==> src/design/refcounted_page_frame_allocator_unit_assert.svh <==
// assertion macros used by the allocator datapath
`ifndef REFCOUNTED_PAGE_FRAME_ALLOCATOR_UNIT_ASSERT_SVH
`define REFCOUNTED_PAGE_FRAME_ALLOCATOR_UNIT_ASSERT_SVH

// same-cycle implication, clocked on clk_i, off during reset
`define RPFA_ASSERT_IMP(lbl, ante, cons, msg) \
  lbl: assert property (@(posedge clk_i) disable iff (!rst_ni) (ante) |-> (cons)) \
    else $error(msg);

// next-cycle implication, clocked on clk_i, off during reset
`define RPFA_ASSERT_NEXT(lbl, ante, cons, msg) \
  lbl: assert property (@(posedge clk_i) disable iff (!rst_ni) (ante) |=> (cons)) \
    else $error(msg);

`endif

==> src/design/rpfa_pkg.sv <==
`default_nettype none

package rpfa_pkg;

  localparam int unsigned PAGE_SIZE = 4096;
  localparam int unsigned NUM_PAGES = 65536;

  localparam int unsigned ADDR_W = 28;
  localparam int unsigned CFG_W  = 29;
  localparam int unsigned REF_W  = 16;
  localparam int unsigned CNT_W  = 17;

  localparam logic [REF_W-1:0] REF_MAX = 16'hffff;

  typedef enum logic [1:0] {
    KIND_ALLOC = 2'd0,
    KIND_FREE  = 2'd1,
    KIND_INCR  = 2'd2,
    KIND_INIT  = 2'd3
  } kind_e;

  typedef enum logic [2:0] {
    STAT_OK     = 3'd0,
    STAT_EMPTY  = 3'd1,
    STAT_RANGE  = 3'd2,
    STAT_UNUSED = 3'd3,
    STAT_SAT    = 3'd4,
    STAT_NULL   = 3'd5
  } status_e;

  typedef enum logic [1:0] {
    S_CLEAR = 2'd0,
    S_IDLE  = 2'd1,
    S_SWEEP = 2'd2,
    S_EXEC  = 2'd3
  } state_e;

  typedef struct packed {
    kind_e             kind;
    logic [ADDR_W-1:0] page_addr;
  } req_t;

  typedef struct packed {
    status_e           status;
    logic [ADDR_W-1:0] result_addr;
    logic [CNT_W-1:0]  free_count;
    logic [REF_W-1:0]  ref_count;
  } rsp_t;

  typedef struct packed {
    logic accept;
    logic clear_en;
    logic sweep_en;
    logic exec_en;
  } ctrl_cmd_t;

  typedef struct packed {
    logic sweep_last;
  } dp_stat_t;

endpackage

`default_nettype wire

==> src/design/rpfa_ctrl.sv <==
`default_nettype none

module rpfa_ctrl (
  input  logic                clk_i,
  input  logic                rst_ni,
  input  logic                start_i,
  input  rpfa_pkg::kind_e     kind_i,
  input  rpfa_pkg::dp_stat_t  stat_i,
  output rpfa_pkg::ctrl_cmd_t cmd_o,
  output logic                busy_o
);

  import rpfa_pkg::*;

  state_e state_q, state_d;

  always_ff @(posedge clk_i or negedge rst_ni) begin
    if (!rst_ni) begin
      state_q <= S_CLEAR;
    end else begin
      state_q <= state_d;
    end
  end

  always_comb begin
    state_d = state_q;
    cmd_o   = '0;
    busy_o  = 1'b1;
    unique case (state_q)
      S_CLEAR: begin
        cmd_o.clear_en = 1'b1;
        if (stat_i.sweep_last) begin
          state_d = S_IDLE;
        end
      end
      S_IDLE: begin
        busy_o = 1'b0;
        if (start_i) begin
          cmd_o.accept = 1'b1;
          state_d      = (kind_i == KIND_INIT) ? S_SWEEP : S_EXEC;
        end
      end
      S_SWEEP: begin
        cmd_o.sweep_en = 1'b1;
        if (stat_i.sweep_last) begin
          state_d = S_EXEC;
        end
      end
      S_EXEC: begin
        cmd_o.exec_en = 1'b1;
        state_d       = S_IDLE;
      end
    endcase
  end

endmodule

`default_nettype wire

==> config.mk <==
export PLATFORM = sky130hd
export DESIGN_NAME = rpfa_ctrl
export DESIGN_NICKNAME = d
export VERILOG_FILES = /design/src/design/refcounted_page_frame_allocator_unit_assert.svh /design/src/design/rpfa_pkg.sv /design/src/design/rpfa_ctrl.sv
export SDC_FILE = /design/constraint.sdc
export NUM_CORES = 1
export LEC_CHECK = 0
export ABC_CLOCK_PERIOD_IN_PS = 1800
export CAP_MARGIN = 20
export CORE_AREA = 2 2 39 41
export DETAILED_ROUTE_END_ITERATION = 7
export DIE_AREA = 0 0 41 43
export DONT_BUFFER_PORTS = 1
export GPL_ROUTABILITY_DRIVEN = 1
export PLACE_DENSITY = 0.31
export SYNTH_ARGS = -nofsm -noshare
export SYNTH_HDL_FRONTEND = slang
export SYNTH_SLANG_ARGS = --single-unit
export TNS_END_PERCENT = 10
==> constraint.sdc <==
create_clock -name clk_i -period 1.8 [get_ports clk_i]
set_input_delay 0.09 -clock clk_i [delete_from_list [all_inputs] [get_ports clk_i]]
set_output_delay 0.09 -clock clk_i [all_outputs]
set_load 0.01 [all_outputs]
# Yosys cells after proc, flatten, opt, wreduce, memory -nomap -nowiden
# Index checks and enable logic that the tools add are counted.
# W data, S select, Z words.
totals:
  regBits: 2
  latch_bits: 0
  mem_bits_rw: 0
  romBits: 0
  inputBits: 6
  out_inout_bits: 5
  mem_count: 0
classes:
  n_addsub: 0
  n_mul: 0
  n_div: 0
  n_lt_le_gt_ge: 0
  n_eq_ne: 7
  n_shift: 0
  mux: 11
  bitwise_logic: 0
  n_reduce_logical: 2
ops:
  columns: ["op", "n"]
  rows:
  - ["$pmux W2 S4", 1]
  - ["$mux W1", 7]
  - ["$eq A2 B2 Y1 const B", 3]
  - ["$mux W2", 3]
  - ["$ne A2 B2 Y1 const B", 3]
  - ["$reduce_and A3 Y1", 1]
  - ["$eq A2 B1 Y1 const B", 1]
  - ["$logic_not A2 Y1", 1]

# Logic depth before layout (Yosys ltp)
# Gate-level depths: netlist of the first run.
depth:
  word_depth: 4
  mapped_depth: 5
  ltp_nobuf: 5

# Worst setup path before layout of the first run
# No wires, ideal clock.
synth_timing:
  path_type: "flip-flop to flip-flop"
  startpoint: "register state_q[1]"
  endpoint: "register state_q[0]"
  arrival_ps: 1252
  required_time_ps: 1675
  slack_ps: 423
  stages_incl_launch_ff: 6
  synth_period_minus_slack_ps: 1377
  path_cell_list: "dfrtp_1 inv_1 ha_1 inv_1 o22ai_2 mux2_4"
synth_via:
  elab_chain_cells: 3
  elab_cells_between_ends: 9
  classes_between: "eq/ne: 6; mux: 1; reduce/logical: 2"
synth_lines:
  columns: ["item", "line_no", "text"]
  rows:
  - ["start: declaration", "rpfa_ctrl.sv:15", "state_e state_q, state_d;"]
  - ["start signal: assignment", "rpfa_ctrl.sv:21", "state_q <= state_d;"]
  - ["$eq A2 B2 Y1 (tied with other cells)", "rpfa_ctrl.sv:29", "unique case (state_q)"]
  - ["$ne A2 B2 Y1 (no source line)", null, null]
  - ["$reduce_and A3 Y1 (no source line)", null, null]
# Several ways; a longest one is shown, not always the timed one.
# A chain may end at the register's enable or synchronous reset.

# Worst setup path after layout of the first run
layout_timing:
  startpoint: "register state_q[0]"
  endpoint: "register state_q[0]"
# The elaborated chain is that of the path after synthesis.

==> flow_summary_export.csv, run 1 <==
group,metric,value,unit
run_status,status,"complete, no violations",
synthesis,synth.distinct_cells,10,
worst_setup_path,r2r-start,"state_q[0]$_DFFE_PN0P_",
clock_tree,cts_sinks,2,
worst_setup_path,worstSetupPathType,"flip-flop to flip-flop",
drt,route.antenna.remaining_nets,0,
place,pre_cts_ws,0.324,ns
clock_tree,cts_buffer_depth,2,
timing,hold_viol,0,
synthesis,synth_seq_cells,2,
synthesis,yosys-top-cells-area,"ha_1, dfrtp_1, inv_1",
worst_setup_path,cp_max_fo,4,
synthesis,synth.yosys.seq_area_share,26.7,%
cells_and_area,finalInstanceArea,240,um2
clock_tree,cts-htree-levels,1,
cells_and_area,mostFrequentLayoutCells,"ha_1, inv_1, clkbuf_4, dfrtp_1",
drt,num_vias,132,
timing,finalCritPeriodShare,81.5,%
timing,fin_tns_setup,0,ns
timing,finClkSkew,0.0000424,ns
synthesis,yosysTopAreaCellShare,33.3,%
floorplanning,die_y,43,um
cells_and_area,nNetsFinal,35,
worst_setup_path,cpMostUsedCell,"inv_1",
cells_and_area,finalCoreUtilization,17.4,%
grt,grt_max_degree,5,
grt,grt_pass1_vias,144,
place,dp_hpwl,297,um
drt,wl,357,um
clock_tree,cts_root_buf,"clkbuf_4",
drt,drc,0,
clock_tree,insertion_delay,0.22,ns
drt,drt_iter0_drc,0,
floorplanning,core,1380,um2
cells_and_area,final_common_cell,"ha_1",
timing,relSlewSlack,86.6,%
drt,first_pass_iters,1,
cells_and_area,fillers,163,
worst_setup_path,critPathRequiredTime,1.90,ns
place,place_area,208,um2
worst_setup_path,r2r_end,"state_q[0]$_DFFE_PN0P_",
power,ir_worst_vdd,0.286,mV
floorplanning,ios,11,
power,p_per_area,1860,nW/um2
run,drv_cap,0,
synthesis,synth_cells,18,
place,gp_congestion,0.541,
worst_setup_path,critPathSlowestCell,"dfrtp_1",
synthesis,syn-cell-area,188,um2
worst_setup_path,crit_chain,"inv_1 > ha_1 > inv_1 > a211o_1 > mux2_4",
timing,final_max_slew_viol_count,0,
power,leakage,0.127,nW
floorplanning,rows,14,
floorplanning,initial_utilization,13.6,%
worst_setup_path,r2r_cells,5,
worst_setup_path,critPathCaptureType,"flip-flop",
synthesis,synth.largest_area_cell,"ha_1",
clock_tree,cts_tree,"built",
timing,setup_viol,0,
floorplanning,die_area,1760,um2
cells_and_area,ff_latch_area,50.0,um2
timing,tightest_slew,0.201,ns
synthesis,avgSynthCellArea,10.4,um2
grt,grt_pass1_wl,552,um
grt,antenna_found_initial,0,
cells_and_area,regMostFlops,"state_q",
grt,grt.overflow.total,0,
synthesis,yosys_warnings,0,
cells_and_area,multi_input_area,123,um2
cells_and_area,num_antenna_cells,0,
place,io_buffers,0,
worst_setup_path,arrival,1.57,ns
worst_setup_path,crit_end,"state_q[0]$_DFFE_PN0P_",
timing,setup_slack,0.333,ns
cells_and_area,largest_register_ffs,2,
worst_setup_path,start_kind,"flip-flop",
timing,rsz0062_at_grt,"false",
cells_and_area,drive_gt1_share,22.7,%
hold_path,hold_class,"input port to asynchronous set/reset pin",
worst_setup_path,r2r_setup_slack,0.33,ns
cells_and_area,reg_top3,"state_q x2",
clock_tree,cts_buffers,3,
timing,max_freq,682,MHz
timing,fin_hold_ws,0.104,ns
worst_setup_path,cp-startpoint,"state_q[0]$_DFFE_PN0P_",
cells_and_area,syn_to_final_growth,28.0,%
floorplanning,die_w,41,um
timing,period_needed,1.47,ns
drt,via_per_inst,3.47,
clock_tree,clk_pin_slew,0.03,ns
synthesis,synth_nets,29,
worst_setup_path,slowest_delay,0.39,ns
drt,avgRoutedWirePerCell,9.39,um
grt,groute.usage.overall,5.23,%
[critical path: cells and delay by family, from the launching register on]
| family | cells | cell delay, ns |
|---|---|---|
| flops | 1 | 0.39 |
| buf+inv | 2 | 0.15 |
| compound gates | 1 | 0.26 |
| fa+ha+maj | 1 | 0.28 |
| mux | 1 | 0.27 |
[where the power goes]
group | internal [mW] | switching, mW
Clock | 0.0734 | 0.0239
Sequential | 0.0700 | 0.0251
Combinational | 0.120 | 0.135
[layer usage]
metal  GRT usage [%]  part of all wire (%)  vias up
met4            6.00                     0        0
met2            6.88                    48        7
met5               0                     0        -
li1                -                     -       65
met1            4.84                    38       60
met3            3.14                    13        0
[cell usage after synthesis]
cell type	instances
ha_1	5
inv_1	4
dfrtp_1	2
a211o_1	1
and2_1	1
mux2_4	1
mux2i_1	1
nand2_1	1
nor2_1	1
o22ai_2	1
[worst min-delay path by stage]
stage            from                      to  cells past startpoint  slack [ns]
6_report       rst_ni  state_q[1]$_DFFE_PN0P_                      1        0.10
5_1_grt        rst_ni  state_q[1]$_DFFE_PN0P_                      1         0.1
4_1_cts        rst_ni  state_q[1]$_DFFE_PN0P_                      1        0.09
3_5_place_dp   rst_ni  state_q[0]$_DFFE_PN0P_                      0       -0.21
3_3_place_gp   rst_ni  state_q[0]$_DFFE_PN0P_                      0       -0.21
2_1_floorplan  rst_ni  state_q[0]$_DFFE_PN0P_                      0       -0.21
[metrics by stage]
step	std cells	total power [mW]
after global routing	38	0.497
after floorplan	18	0.311
after global placement	34	0.352
after detailed placement	34	0.356
after CTS	38	0.464
final	38	0.447
[area by class of cell]
type,count,share of cell area [%]
multi-input combinational,12,51.0
sequential,2,20.8
clock buffer,3,9.38
tap,16,8.33
inverter,4,6.25
timing repair buffer,1,4.17
[kinds of logic (layout without fill, tap and decap cells)]
group                    count (synthesis)  count (layout)  share of synthesized area [%]
multiplexers                             2               2                           13.3
AND/OR/NAND/NOR                          3               3                           7.33
AO/OA/AOI/OAI                            2               2                           11.3
adder cells (fa/ha/maj)                  5               5                           33.3
buffers and inverters                    4               8                           8.00
flip-flops                               2               2                           26.7
[repair_timing]
item,CTS,global route
resized for setup,0,0
hold buffers,1,0
endpoints found under the hold margin,2,0
setup buffers,0,0
No activity file was read; power rests on OpenSTA's default activity.
==> inputs of run 2 (changes only) <==
ABC_CLOCK_PERIOD_IN_PS = 1400   (was 1800)
clock period = 1.4 ns   (was 1.8 ns; I/O delays follow)
==> run 2 against run 1 <==
- setup slack lost 0.32 ns
- final cell count up 24%
- wire length grew 29%
- critical path type unchanged
- fmax rose by 5.8%
- register-to-register slack got worse by 0.32 ns
- design area grew 47%
- hold slack got worse by 0.025 ns
- combinational power grew 150%
- clock skew rose by 0.0011 ns
- non-clock buffer count up 9
- sequential power grew 37%
- die area unchanged
- largest cell class unchanged
- largest power group unchanged
==> flow_summary_export.csv, run 2 (synthesis results as in run 1) <==
group,metric,value,unit
run_status,status,"complete, no violations",
grt,antenna_found_initial,0,
drt,wl,460,um
timing,relSlewSlack,87.1,%
timing,fin_tns_setup,0,ns
cells_and_area,reg_top3,"state_q x2",
power,finalPower,0.883,mW
worst_setup_path,critPathCaptureType,"flip-flop",
grt,grt_pass1_vias,190,
cells_and_area,num_antenna_cells,0,
power,leakage,0.166,nW
drt,num_vias,167,
floorplanning,die_y,43,um
drt,drc,0,
drt,met1Wirelength,159,um
place,gp_congestion,0.631,
cells_and_area,finalInstanceArea,353,um2
grt,grt_pass1_wl,676,um
cells_and_area,drive_gt1_share,71.0,%
worst_setup_path,start_kind,"flip-flop",
cells_and_area,nNetsFinal,44,
clock_tree,cts_sinks,2,
timing,setup_viol,0,
cells_and_area,regMostFlops,"state_q",
hold_path,hold_class,"input port to asynchronous set/reset pin",
power,ir_worst_vdd,0.723,mV
floorplanning,die_area,1760,um2
clock_tree,cts_tree,"built",
timing,max_freq,721,MHz
place,io_buffers,0,
grt,groute.usage.overall,6.43,%
timing,final_max_slew_viol_count,0,
power,p_per_area,2500,nW/um2
floorplanning,die_w,41,um
run,drv_cap,0,
worst_setup_path,cp_max_fo,4,
place,place_area,253,um2
place,placed_cells,40,
floorplanning,ios,11,
worst_setup_path,critPathRequiredTime,1.50,ns
drt,wl_met2,255,um
drt,drt_iter0_drc,1,
drt,via_per_inst,3.55,
clock_tree,clk_pin_slew,0.03,ns
worst_setup_path,worstSetupPathType,"flip-flop to flip-flop",
timing,period_needed,1.39,ns
cells_and_area,final_common_cell,"buf_4",
cells_and_area,final_cells,47,
grt,grt_max_degree,5,
clock_tree,cts_buffer_depth,2,
timing,hold_viol,0,
timing,finClkSkew,0.00113,ns
worst_setup_path,arrival,1.49,ns
worst_setup_path,r2r_cells,5,
grt,grt.overflow.total,0,
timing,finalCritPeriodShare,99.0,%
cells_and_area,largest_register_ffs,2,
clock_tree,cts_buffers,3,
timing,rsz0062_at_grt,"true",
drt,top_layer,"met3",
clock_tree,cts-htree-levels,1,
floorplanning,rows,14,
drt,avgRoutedWirePerCell,9.79,um
floorplanning,core,1380,um2
drt,route.antenna.remaining_nets,0,
timing,fin_hold_ws,0.0787,ns
clock_tree,cts_root_buf,"clkbuf_4",
drt,first_pass_iters,2,
drt,met3RoutedLength,44,um
timing,tightest_slew,0.193,ns
cells_and_area,syn_to_final_growth,88.0,%
floorplanning,initial_utilization,13.6,%
cells_and_area,mostFrequentLayoutCells,"buf_4, ha_4, clkbuf_4, inv_2, ha_1",
clock_tree,insertion_delay,0.22,ns
-- run 2: cell types whose count changed in the layout (fill, tap and decap cells not counted), moves of 2 or more --
| cell | delta |
|---|---|
| inv_1 | -3 |
| ha_1 | -3 |
| buf_4 | +9 |
| ha_4 | +3 |
| inv_2 | +2 |
-- run 2: stage by stage --
step	setup slack [ns]	utilization [%]
6_report	0.0133	25.5
3_3_place_gp	-0.0598	18.3
5_1_grt	-0.0205	25.5
4_1_cts	0.0132	22.2
3_5_place_dp	-0.0462	18.3
2_1_floorplan	0.0227	-
-- run 2: where the power goes --
group | switching [mW] | internal, mW | total [mW]
clock | 0.0325 | 0.0945 | 0.127
combinational | 0.273 | 0.353 | 0.626
sequential | 0.0371 | 0.0926 | 0.130
-- run 2: critical path, stage by stage (launching register included) --
cell and delay (ns):
dfrtp_2 0.42, inv_4 0.07, ha_4 0.26, inv_2 0.03, a211o_1 0.22, mux2_4 0.26
-- run 2: path summary, 6_finish.rpt --
check / slack (ns) / startpoint / end
min reg2reg: 0.71 / state_q[0]$_DFFE_PN0P_ / state_q[0]$_DFFE_PN0P_
max reg2reg: 0.01 / state_q[0]$_DFFE_PN0P_ / state_q[0]$_DFFE_PN0P_
min in group clk_i: 0.16 / stat_i / state_q[0]$_DFFE_PN0P_
max: 0.01 / state_q[0]$_DFFE_PN0P_ / state_q[0]$_DFFE_PN0P_
min: 0.08 / rst_ni / state_q[0]$_DFFE_PN0P_
max in group asynchronous: 1.19 / rst_ni / state_q[0]$_DFFE_PN0P_
-- run 2: per-layer routing --
| layer | global-route usage, % | up-vias |
|---|---|---|
| li1 | - | 83 |
| met3 | 1.57 | 0 |
| met4 | 8.00 | 0 |
| met1 | 4.82 | 77 |
| met5 | 0 | - |
| met2 | 10.6 | 7 |
-- run 2: final cells by class --
type | count | area [um2]
clock buffer | 3 | 22.5
multi-input combinational | 12 | 164
tap | 16 | 20.0
sequential | 2 | 51.3
fill | 156 | 1030
timing repair buffer | 10 | 77.6
inverter | 4 | 17.5
-- run 2: timing repair --
| action | 4_1_cts | 5_1_grt |
|---|---|---|
| hold endpoints to repair | 2 | 0 |
| pin swaps | 1 | 1 |
| endpoints found under the setup margin | 1 | 2 |
| resized for setup | 4 | 7 |
| setup buffers | 1 | 2 |
| hold buffers | 1 | 0 |
==> inputs of run 3 (changes only) <==
==> constraint.sdc (replaced) <==
create_clock -name clk_i -period 1.4 [get_ports clk_i]
set_input_delay 0.07 -clock clk_i [delete_from_list [all_inputs] [get_ports clk_i]]
set_output_delay 0.07 -clock clk_i [all_outputs]
set_load 0.05 [all_outputs]
==> run 3 against run 2 <==
- wire length down 18%
- sequential cell count did not move
- non-clock buffer count decreased by 1
- critical path type unchanged
- design area is 3.9% lower
- critical endpoint unchanged
==> flow_summary_export.csv, run 3 (synthesis results as in run 1) <==
group,metric,value,unit
timing,max_freq,736,MHz
cells_and_area,finalCoreUtilization,24.5,%
worst_setup_path,critPathSlowestCell,"dfrtp_1",
timing,setup_viol,0,
cells_and_area,regMostFlops,"state_q",
place,dp_hpwl,332,um
cells_and_area,nNetsFinal,43,
drt,num_vias,166,
place,pre_cts_ws,-0.0324,ns
clock_tree,cts_tree,"built",
timing,finalCritPeriodShare,97.0,%
clock_tree,clk_pin_slew,0.03,ns
drt,avgRoutedWirePerCell,8.20,um
hold_path,hold_class,"input port to asynchronous set/reset pin",
floorplanning,die_y,43,um
clock_tree,cts_buffers,3,
grt,antenna_found_initial,0,
grt,grt_max_degree,4,
clock_tree,cts_root_buf,"clkbuf_4",
worst_setup_path,worstSetupPathType,"flip-flop to flip-flop",
grt,groute.usage.overall,5.93,%
cells_and_area,mostFrequentLayoutCells,"buf_4, ha_1, clkbuf_4",
grt,use_met3,3.66,%
grt,grt_pass1_vias,175,
timing,finClkSkew,0.00370,ns
worst_setup_path,critPathRequiredTime,1.50,ns
timing,rsz0062_at_grt,"true",
cells_and_area,fillers,153,
drt,first_pass_iters,2,
floorplanning,rows,14,
grt,met1_usage,6.45,%
worst_setup_path,path_buf_inv,2,
timing,final_max_slew_viol_count,0,
drt,drc,0,
place,gp_congestion,0.633,
timing,fin_tns_setup,0,ns
worst_setup_path,r2r_cells,5,
floorplanning,die_area,1760,um2
clock_tree,post_cts_buffers,0,
cells_and_area,syn_to_final_growth,80.7,%
worst_setup_path,crit_chain,"inv_2 > ha_4 > clkinvlp_4 > o22ai_4 > mux2_4",
timing,setup_slack,0.0416,ns
timing,hold_viol,0,
cells_and_area,drive_gt1_share,60.0,%
worst_setup_path,cp_max_fo,3,
run_status,status,"complete, no violations",
floorplanning,die_w,41,um
floorplanning,initial_utilization,13.6,%
clock_tree,cts-htree-levels,1,
place,io_buffers,0,
cells_and_area,num_antenna_cells,0,
grt,busiest_layer,"met2",
grt,grt.overflow.total,0,
timing,tightest_slew,0.500,ns
clock_tree,cts_buffer_depth,2,
worst_setup_path,slowest_delay,0.39,ns
grt,grt_pass1_wl,683,um
grt,gr-usage-met2,8.13,%
worst_setup_path,crit_family,"flip-flops",
timing,period_needed,1.36,ns
floorplanning,core,1380,um2
worst_setup_path,arrival,1.46,ns
run,drv_cap,0,
cells_and_area,final_common_cell,"buf_4",
drt,wl,377,um
worst_setup_path,crit_cells,5,
cells_and_area,reg_top3,"state_q x2",
clock_tree,insertion_delay,0.22,ns
floorplanning,ios,11,
worst_setup_path,start_kind,"flip-flop",
drt,drt_iter0_drc,1,
worst_setup_path,critPathCaptureType,"flip-flop",
clock_tree,cts_sinks,2,
cells_and_area,largest_register_ffs,2,
drt,via_per_inst,3.61,
timing,relSlewSlack,66.7,%
drt,route.antenna.remaining_nets,0,
## run 3: routing by layer
layer,wire [um],vias to the layer above
met5,0,-
met4,0,0
met3,26,0
met2,195,5
met1,156,78
li1,-,83
## run 3: final timing paths
path                                             start                      to  slack (ns)
min in group clk_i                              stat_i  state_q[0]$_DFFE_PN0P_        0.13
max in group asynchronous                       rst_ni  state_q[1]$_DFFE_PN0P_        1.19
worst max register to register  state_q[1]$_DFFE_PN0P_  state_q[0]$_DFFE_PN0P_        0.04
worst min-delay path                            rst_ni  state_q[0]$_DFFE_PN0P_        0.08
worst max-delay path            state_q[1]$_DFFE_PN0P_  state_q[0]$_DFFE_PN0P_        0.04
worst min register to register  state_q[1]$_DFFE_PN0P_  state_q[1]$_DFFE_PN0P_        0.63
## run 3: area by class of cell
type	instances	area [um2]	share of cell area (%)
Sequential cell	2	50.0	14.8
Clock buffer	3	22.5	6.64
Inverter	4	18.8	5.54
Tap cell	16	20.0	5.90
Multi-Input combinational cell	12	158	46.5
Timing Repair Buffer	9	70.1	20.7
## run 3: stage by stage
| stage | instances | area, um2 | hold slack, ns |
|---|---|---|---|
| final | 46 | 339 | 0.0846 |
| after floorplan | 18 | 214 | -0.226 |
| after global placement | 42 | 294 | -0.226 |
| after CTS | 46 | 337 | 0.0760 |
| after global routing | 46 | 339 | 0.0774 |
| after detailed placement | 42 | 294 | -0.226 |
## run 3: repair_timing
item                       4_1_cts  5_1_grt
pin swaps                        0        1
setup endpoints to repair        1        1
hold endpoints to repair         2        0
resized for setup                1        1
hold buffers                     1        0
Power of run 3 is left out: the tool's default activity adds up to more than one toggle a clock period on the data nets, which glitch-free logic cannot reach.
